**config.mk**
```make
export PLATFORM = sky130hd
export DESIGN_NAME = maze_wall_follower_unit
export DESIGN_NICKNAME = d
export VERILOG_FILES = /design/src/hw/rtl/mwf_pkg.sv /design/src/hw/rtl/mwf_map_ram.sv /design/src/hw/rtl/maze_wall_follower_unit.sv
export SDC_FILE = /design/constraint.sdc
export NUM_CORES = 1
export LEC_CHECK = 0
export BUFFER_PORTS_ARGS = -buffer_cell sky130_fd_sc_hd__buf_2
export CORE_AREA = 8 8 219 221
export CTS_CLUSTER_SIZE = 25
export DETAILED_ROUTE_END_ITERATION = 7
export DIE_AREA = 0 0 227 229
export PLACE_DENSITY = 0.81
export SYNTH_ARGS = -nofsm -noshare
export SYNTH_HDL_FRONTEND = slang
export SYNTH_HIERARCHICAL = 1
export SYNTH_SLANG_ARGS = --single-unit
export TNS_END_PERCENT = 20
```
**constraint.sdc**
```tcl
create_clock -name clk -period 8.75 [get_ports clk]
set_clock_uncertainty 0.15 [all_clocks]
set_input_delay 0.875 -clock clk [delete_from_list [all_inputs] [get_ports clk]]
set_output_delay 0.875 -clock clk [all_outputs]
set_load 0.1 [all_outputs]
```
**src/hw/rtl/mwf_pkg.sv**
```systemverilog
package mwf_pkg;

	// Command codes carried by an input item.
	localparam logic [1:0] CMD_WRITE = 2'd0;
	localparam logic [1:0] CMD_START = 2'd1;
	localparam logic [1:0] CMD_STEP  = 2'd2;

	// Headings, clockwise from east.
	localparam logic [1:0] DIR_E = 2'd0;
	localparam logic [1:0] DIR_S = 2'd1;
	localparam logic [1:0] DIR_W = 2'd2;
	localparam logic [1:0] DIR_N = 2'd3;

	// Register word index and reset value of the exit column.
	localparam logic       REG_EXIT_COLUMN = 1'b0;
	localparam logic [3:0] EXIT_COL_RST    = 4'd11;

	// Access controls for one map memory.
	typedef struct packed {
		logic wr_en;
		logic wr_data;
		logic rd_en;
	} ram_ctl_t;

endpackage

```
**src/hw/rtl/mwf_map_ram.sv**
```systemverilog
module mwf_map_ram #(
	parameter int DEPTH = 144,
	parameter int AW = 8
) (
	input  logic                clk,
	input  logic                arst_n,
	input  mwf_pkg::ram_ctl_t   ctl,
	input  logic [AW-1:0]       wr_addr,
	input  logic [AW-1:0]       rd_addr,
	output logic                rd_data
);

	logic             mem [DEPTH];
	logic [DEPTH-1:0] vld_q;
	logic             rd_data_q;

	// Storage array; no reset, the valid bits cover the cleared state.
	always_ff @(posedge clk) begin
		if (ctl.wr_en) begin
			mem[wr_addr] <= ctl.wr_data;
		end
	end

	// Per-entry valid bits, cleared at once by reset.
	always_ff @(posedge clk or negedge arst_n) begin
		if (!arst_n) begin
			vld_q <= '0;
		end else if (ctl.wr_en) begin
			vld_q[wr_addr] <= 1'b1;
		end
	end

	// Registered read; an entry never written reads as zero. Data holds between reads.
	always_ff @(posedge clk or negedge arst_n) begin
		if (!arst_n) begin
			rd_data_q <= 1'b0;
		end else if (ctl.rd_en) begin
			rd_data_q <= vld_q[rd_addr] & mem[rd_addr];
		end
	end

	assign rd_data = rd_data_q;

endmodule

```
**src/hw/rtl/maze_wall_follower_unit.sv**
```systemverilog
// Channel  | Direction | Handshake          | Payload
// input    | in        | in_valid/in_stall  | command, row, col, is_wall
// output   | out       | out_valid/out_stall| pos_row, pos_col, direction, first_visit,
//          |           |                    | reached_exit
// config   | in/out    | APB psel/penable   | exit_column at word 0
//
// A write item is done in the idle state. A start item goes straight to the visited read.
// A step item first scans and moves, unless the walker already stands in the exit column:
// the four neighbour wall bits are read one per cycle from the single read port of the
// wall memory, then the visited memory is read and updated.
// Reset clears both maps at once through per-cell valid bits; no clearing pass is needed.
// A stalled result waits in the output register while the next item is accepted; the block
// then holds in its last step until the register is free.
module maze_wall_follower_unit #(
	parameter int MAZE_SIDE = 12
) (
	input  logic        clk,
	input  logic        arst_n,
	input  logic        in_valid,
	output logic        in_stall,
	input  logic [1:0]  command,
	input  logic [3:0]  row,
	input  logic [3:0]  col,
	input  logic        is_wall,
	output logic        out_valid,
	input  logic        out_stall,
	output logic [3:0]  pos_row,
	output logic [3:0]  pos_col,
	output logic [1:0]  direction,
	output logic        first_visit,
	output logic        reached_exit,
	input  logic        psel,
	input  logic        penable,
	input  logic        pwrite,
	input  logic [2:0]  paddr,
	input  logic [31:0] pwdata,
	output logic [31:0] prdata,
	output logic        pready
);

	localparam int         CELLS    = MAZE_SIDE * MAZE_SIDE;
	localparam int         AW       = $clog2(CELLS);
	localparam logic [3:0] LAST_IDX = 4'(MAZE_SIDE - 1);
	localparam logic [4:0] SIDE     = 5'(MAZE_SIDE);

	typedef enum logic [2:0] {S_IDLE, S_SCAN, S_MOVE, S_VIS, S_VWAIT} state_t;

	state_t      state_q;
	logic [3:0]  row_q, col_q;
	logic [1:0]  head_q;
	logic [2:0]  scan_q;
	logic [3:0]  blk_q;
	logic [3:0]  exit_q;
	logic        rd_vld_s1, rd_out_s1;
	logic [1:0]  rd_dir_s1;
	logic        out_valid_q, first_q, reached_q;
	logic [3:0]  pos_row_q, pos_col_q;
	logic [1:0]  dir_q;

	logic        in_acc, in_range, slot_free, cfg_wr;
	logic [1:0]  scan_dir;
	logic [3:0]  nb_row, nb_col;
	logic        nb_out;
	logic [1:0]  mv_dir;
	logic        mv_go;
	logic [3:0]  mv_row, mv_col;
	logic        wall_rd, vis_rd;
	mwf_pkg::ram_ctl_t wall_ctl, vis_ctl;
	logic [AW-1:0] wall_wr_addr, wall_rd_addr, cur_addr;

	function automatic logic [AW-1:0] cell_addr(input logic [3:0] r, input logic [3:0] c);
		logic [8:0] lin;
		lin = (9'(r) * 9'(MAZE_SIDE)) + 9'(c);
		return AW'(lin);
	endfunction

	// Input handshake: one item at a time.
	assign in_stall  = (state_q != S_IDLE);
	assign in_acc    = in_valid && !in_stall;
	assign in_range  = ({1'b0, row} < SIDE) && ({1'b0, col} < SIDE);
	assign slot_free = !out_valid_q || !out_stall;

	// Neighbour of the walker in the heading being scanned, with the grid-edge check.
	assign scan_dir = scan_q[1:0];
	always_comb begin
		nb_row = row_q;
		nb_col = col_q;
		nb_out = 1'b0;
		unique case (scan_dir)
			mwf_pkg::DIR_E: begin
				nb_col = col_q + 4'd1;
				nb_out = (col_q == LAST_IDX);
			end
			mwf_pkg::DIR_S: begin
				nb_row = row_q + 4'd1;
				nb_out = (row_q == LAST_IDX);
			end
			mwf_pkg::DIR_W: begin
				nb_col = col_q - 4'd1;
				nb_out = (col_q == 4'd0);
			end
			mwf_pkg::DIR_N: begin
				nb_row = row_q - 4'd1;
				nb_out = (row_q == 4'd0);
			end
			default: begin
				nb_out = 1'b1;
			end
		endcase
	end

	// Right-hand rule over the four captured blocked bits.
	always_comb begin
		logic [1:0] rt, lf, bk;
		rt = head_q + 2'd1;
		lf = head_q + 2'd3;
		bk = head_q + 2'd2;
		mv_dir = bk;
		mv_go  = 1'b0;
		priority if (!blk_q[head_q] && blk_q[rt]) begin
			mv_dir = head_q;
			mv_go  = 1'b1;
		end else if (!blk_q[rt]) begin
			mv_dir = rt;
			mv_go  = 1'b1;
		end else if (!blk_q[lf]) begin
			mv_dir = lf;
			mv_go  = 1'b1;
		end else if (!blk_q[bk]) begin
			mv_go  = 1'b1;
		end else begin
			// Walled in on every side: only the heading reverses.
			mv_go  = 1'b0;
		end
	end

	// Position after a move; the cell ahead is known to lie inside the grid.
	always_comb begin
		mv_row = row_q;
		mv_col = col_q;
		unique case (mv_dir)
			mwf_pkg::DIR_E: mv_col = col_q + 4'd1;
			mwf_pkg::DIR_S: mv_row = row_q + 4'd1;
			mwf_pkg::DIR_W: mv_col = col_q - 4'd1;
			mwf_pkg::DIR_N: mv_row = row_q - 4'd1;
			default: mv_col = col_q;
		endcase
	end

	// Wall memory: written by write items, read one neighbour per scan cycle.
	assign wall_ctl.wr_en   = in_acc && (command == mwf_pkg::CMD_WRITE) && in_range;
	assign wall_ctl.wr_data = is_wall;
	assign wall_ctl.rd_en   = (state_q == S_SCAN) && !scan_q[2] && !nb_out;
	assign wall_wr_addr     = cell_addr(row, col);
	assign wall_rd_addr     = cell_addr(nb_row, nb_col);

	mwf_map_ram #(.DEPTH(CELLS), .AW(AW)) u_wall (
		.clk     (clk),
		.arst_n  (arst_n),
		.ctl     (wall_ctl),
		.wr_addr (wall_wr_addr),
		.rd_addr (wall_rd_addr),
		.rd_data (wall_rd)
	);

	// Visited memory: read the current cell, then mark it when the item is emitted.
	assign cur_addr        = cell_addr(row_q, col_q);
	assign vis_ctl.rd_en   = (state_q == S_VIS);
	assign vis_ctl.wr_en   = (state_q == S_VWAIT) && slot_free;
	assign vis_ctl.wr_data = 1'b1;

	mwf_map_ram #(.DEPTH(CELLS), .AW(AW)) u_visited (
		.clk     (clk),
		.arst_n  (arst_n),
		.ctl     (vis_ctl),
		.wr_addr (cur_addr),
		.rd_addr (cur_addr),
		.rd_data (vis_rd)
	);

	// Sequencer, walker state and output register.
	always_ff @(posedge clk or negedge arst_n) begin
		if (!arst_n) begin
			state_q     <= S_IDLE;
			row_q       <= 4'd0;
			col_q       <= 4'd0;
			head_q      <= mwf_pkg::DIR_E;
			scan_q      <= 3'd0;
			blk_q       <= 4'd0;
			rd_vld_s1   <= 1'b0;
			rd_out_s1   <= 1'b0;
			rd_dir_s1   <= mwf_pkg::DIR_E;
			out_valid_q <= 1'b0;
			pos_row_q   <= 4'd0;
			pos_col_q   <= 4'd0;
			dir_q       <= mwf_pkg::DIR_E;
			first_q     <= 1'b0;
			reached_q   <= 1'b0;
		end else begin
			// The output register fills at the end of the emit step and empties when taken.
			if ((state_q == S_VWAIT) && slot_free) begin
				out_valid_q <= 1'b1;
			end else if (!out_stall) begin
				out_valid_q <= 1'b0;
			end

			// Scan read pipeline: capture each blocked bit in the cycle after its read.
			rd_vld_s1 <= (state_q == S_SCAN) && !scan_q[2];
			rd_dir_s1 <= scan_dir;
			rd_out_s1 <= nb_out;
			if (rd_vld_s1) begin
				blk_q[rd_dir_s1] <= rd_out_s1 | wall_rd;
			end

			unique case (state_q)
				S_IDLE: begin
					if (in_acc) begin
						unique case (command)
							mwf_pkg::CMD_START: begin
								if (in_range) begin
									row_q   <= row;
									col_q   <= col;
									head_q  <= mwf_pkg::DIR_E;
									state_q <= S_VIS;
								end
							end
							mwf_pkg::CMD_STEP: begin
								if (col_q == exit_q) begin
									state_q <= S_VIS;
								end else begin
									scan_q  <= 3'd0;
									state_q <= S_SCAN;
								end
							end
							default: begin
								state_q <= S_IDLE;
							end
						endcase
					end
				end
				S_SCAN: begin
					if (scan_q[2]) begin
						state_q <= S_MOVE;
					end else begin
						scan_q <= scan_q + 3'd1;
					end
				end
				S_MOVE: begin
					head_q <= mv_dir;
					if (mv_go) begin
						row_q <= mv_row;
						col_q <= mv_col;
					end
					state_q <= S_VIS;
				end
				S_VIS: begin
					state_q <= S_VWAIT;
				end
				S_VWAIT: begin
					if (slot_free) begin
						pos_row_q   <= row_q;
						pos_col_q   <= col_q;
						dir_q       <= head_q;
						first_q     <= !vis_rd;
						reached_q   <= (col_q == exit_q);
						state_q     <= S_IDLE;
					end
				end
				default: begin
					state_q <= S_IDLE;
				end
			endcase
		end
	end

	assign out_valid    = out_valid_q;
	assign pos_row      = pos_row_q;
	assign pos_col      = pos_col_q;
	assign direction    = dir_q;
	assign first_visit  = first_q;
	assign reached_exit = reached_q;

	// Configuration register.
	assign pready = 1'b1;
	assign cfg_wr = psel && penable && pwrite && pready;

	always_ff @(posedge clk or negedge arst_n) begin
		if (!arst_n) begin
			exit_q <= mwf_pkg::EXIT_COL_RST;
		end else if (cfg_wr && (paddr[2] == mwf_pkg::REG_EXIT_COLUMN)) begin
			exit_q <= pwdata[3:0];
		end
	end

	assign prdata = (paddr[2] == mwf_pkg::REG_EXIT_COLUMN) ? {28'd0, exit_q} : 32'd0;

`ifndef ASSERT_OFF
	// The walker never leaves the grid.
	a_pos_in_grid: assert property (@(posedge clk) disable iff (!arst_n)
		({1'b0, row_q} < SIDE) && ({1'b0, col_q} < SIDE))
		else $error("walker position outside the grid");

	// A new result is loaded only at the end of the emit step.
	a_out_from_vwait: assert property (@(posedge clk) disable iff (!arst_n)
		$rose(out_valid_q) |-> $past(state_q == S_VWAIT))
		else $error("result loaded outside the emit step");

	// The scan counter stops at four reads.
	a_scan_bound: assert property (@(posedge clk) disable iff (!arst_n)
		(state_q == S_SCAN) |-> (scan_q <= 3'd4))
		else $error("scan counter overran");

	// After the move decision the visited read always follows.
	a_move_then_vis: assert property (@(posedge clk) disable iff (!arst_n)
		(state_q == S_MOVE) |=> (state_q == S_VIS))
		else $error("move not followed by visited read");

	// A move changes the position by at most one cell in one axis.
	a_single_cell: assert property (@(posedge clk) disable iff (!arst_n)
		(state_q == S_MOVE) |=> (($past(row_q) == row_q) || ($past(col_q) == col_q)))
		else $error("walker moved diagonally");
`endif

endmodule
```
==> reports/qor.txt <==
Die Ht: 229 um
fin nets: 2,562
Post-synth EDFFs: 288
H-tree levels: 2
area share of the largest cell type after synthesis: 0.3291
unrepaired setup endpoints after global routing: false
Tot GR Track Use: 0.2304
Initial DRC Count: 1,688
GRT met3 Usage: 0.04115
cts hold-fix bufs: 0
Max-Cap Viols: 0
Yosys reg bits: 619
ys async rst share: 0.5347
clk buf depth: 3
kind of critical path: reg2reg
initial antenna violation count: 0
Mapped Avg Cell Area: 11.39 um2
Slew Limit Fails: 0
first-pass GRT wire length: 95.45 mm
cell taking the most area after synthesis: edfxtp_1
compound-cell area share of the yosys netlist: 0.07643
adder-cell share of the synthesized area: 0.02029
aggregate global routing overflow: 0
slowest stage delay, CP: 1.14 ns
core footprint: 0.04470 mm2
die area: 0.05198 mm2
DR vias/cell: 5.713
gp weighted congestion: 0.8612
PortBufs: 40
wire length per cell: 19.02 um
Seq/Total Area, Yosys: 0.6445
sequence of cells on the critical path: buf_4, inv_1, ha_1, a221oi_1, a21oi_1, ha_1, fa_1, nand2_1, a2111oi_0, a31oi_1, nand4_1, nor4_1, o31ai_1, a22o_1
Slew Limit Headroom: 0.3267
WP data required: 9.16 ns
PwrDens: 380.2 mW/mm2
Crit path top cell by count: ha_1
Post-Syn Area: 0.02628 mm2
f_max: 201.6 MHz
Final Hold Vio Count: 0
Reg clk slew, reported paths: 0.06 ns
run status: completed
total number of vias: 17,820
top cells by area, synth: edfxtp_1 (33%), dfrtp_1 (31%), or2_2 (6.9%), nor2_1 (4.9%), nand2_1 (3.3%)
fin crit share: 0.5669
CP max FO: 74
DRC Markers: 0
post-CTS setup buffers: 0
Setup Viol. Count Final: 0
drt total wl: 59.35 mm
mux cell area share after synthesis: 0.006619
Most Used Layer, Global Route: met2
CTS sink count: 619
worst min path class: in2async
Crit. End Element: register
synthesis-to-finish area growth: 11.05%
largest net degree at the start of global routing: 99
fin area: 0.02918 mm2
vias in the first global route: 18,210
CP bufs+invs: 2
post-DP HPWL: 37.60 mm
largest family of logic cells by synthesized area: simple AND/OR/NAND/NOR gates
setup TNS: 0 ns
synth cell count leaders: nor2_1 (345), dfrtp_1 (328), or2_2 (290)
library cells used by synthesis: 77
Data arrival, critical path: 5.37 ns
CP delay by family, top: adder cells
CP startpoint kind: register
Post-DP Area: 0.02733 mm2
met1 Track Usage GR: 0.2964
Syn Inst Count: 2,306
fill cell count: 3,334
leakage power: 12.47 nW
worst vdd ir: 0.5121 mV
clock period minus worst slack: 4.960 ns
layout cells sized above 1: 0.1778
CTS root buffer: clkbuf_16
met2 Use GR: 0.3848
CTS tree: yes
Slew @ Worst Pin: 1.006 ns
IO Pins: 100
First-pass DRT Iterations: 7
ant diodes: 0
most frequent cell after synthesis: nor2_1
number of buffers created by CTS: 59
Synthesis Warnings: 6
top_reg_cell synth: dfrtp_1
Die W: 227 um
num rows: 78
xor/xnor share of the synthesized area: 0.008000
cts repair resizes: 0
Detail Route Antenna Nets: 0
Post-Synth Simple-Gate Area: 0.2135
worst-skew pair later-pin latency: 0.62 ns
CP max-delay cell: fa_1
initial core utilization: 0.5878
-- layout make-up --
cell class,count,area [um2],area share
Clock buffer,91,1667,0.05712
Multi-Input combinational cell,1704,9204,0.3154
Inverter,34,127.6,0.004374
Clock inverter,20,186.4,0.006389
Timing Repair Buffer,52,302.8,0.01038
Sequential cell,619,16940,0.5806
Tap cell,600,750.7,0.02573
-- registers in the layout, indices dropped and copies added, names as in the netlist, 4 cells and up --
name             count
col_q                4
pos_col              4
u_visited/mem      144
exit_q               4
blk_q                4
u_wall/vld_q       144
u_visited/vld_q    144
row_q                4
pos_row              4
u_wall/mem         144
-- layer usage --
layer	up-vias	wire length (um)
met5	-	0
met4	0	2179
met3	135	3878
met2	605	29280
met1	8905	24010
li1	8178	-
-- worst paths after layout --
kind                                                      start                              end  slack (ns)  cells past startpoint
max in group asynchronous                                arst_n     u_wall/vld_q[17]$_DFFE_PN0P_        6.34                      3
worst min-delay path                                     arst_n         direction[1]$_DFFE_PN0P_        0.09                      1
worst max register to register             col_q[1]$_DFFE_PN0P_       u_wall/rd_data$_DFFE_PN0P_        3.79                     14
worst max-delay path                       col_q[1]$_DFFE_PN0P_       u_wall/rd_data$_DFFE_PN0P_        3.79                     14
worst min register to register  u_visited/vld_q[42]$_DFFE_PN0P_  u_visited/vld_q[42]$_DFFE_PN0P_        0.32                      1
min in group clk                u_visited/vld_q[42]$_DFFE_PN0P_  u_visited/vld_q[42]$_DFFE_PN0P_        0.32                      1
-- kinds of logic (layout without fill, tap and decap cells) --
group,count (synthesis),count (layout)
compound gates,310,310
mux,14,14
fa+ha+maj,39,39
buf+inv,154,197
simple gates,1144,1144
xor+xnor,24,24
flops,619,619
other cells,2,173
-- cell usage in the layout (no fill, tap or decap), drive strengths merged, types with 5 or more instances in the layout --
cell,instances
dfrtp,328
a22oi,6
fa,6
edfxtp,288
o2111ai,5
nor2b,27
a21o,5
clkbuf,91
a31oi,24
nor3b,5
nor2,346
clkinv,14
nand3,148
xnor2,19
a21oi,42
conb,173
nand2b,9
o211ai,72
o22a,6
mux2,7
o22ai,12
ha,33
o21ai,93
nand3b,18
inv,36
nand4,21
mux2i,5
buf,52
xor2,5
nor3,9
and2,5
nand2,232
a311oi,7
or2,290
a211oi,5
and3,5
nor4,9
-- stage by stage --
step	setup slack (ns)	hold WS, ns	total power [W]	util	cells
after floorplan	4.919	0.2691	0.007217	-	2477
after global placement	3.962	0.2973	0.008447	0.6113	3009
after detailed placement	3.898	0.3025	0.008582	0.6113	3009
after CTS	3.834	0.1175	0.01105	0.6528	3120
after global routing	3.474	0.1418	0.01163	0.6528	3120
final	3.790	0.08527	0.01109	0.6528	3120
-- report_power, final --
part | internal (W) | switching [W]
Combinational | 0.00146 | 0.00366
Sequential | 0.00330 | 0.000242
Clock | 0.00137 | 0.00106
Note: power is estimated with default switching activity, not from simulation.
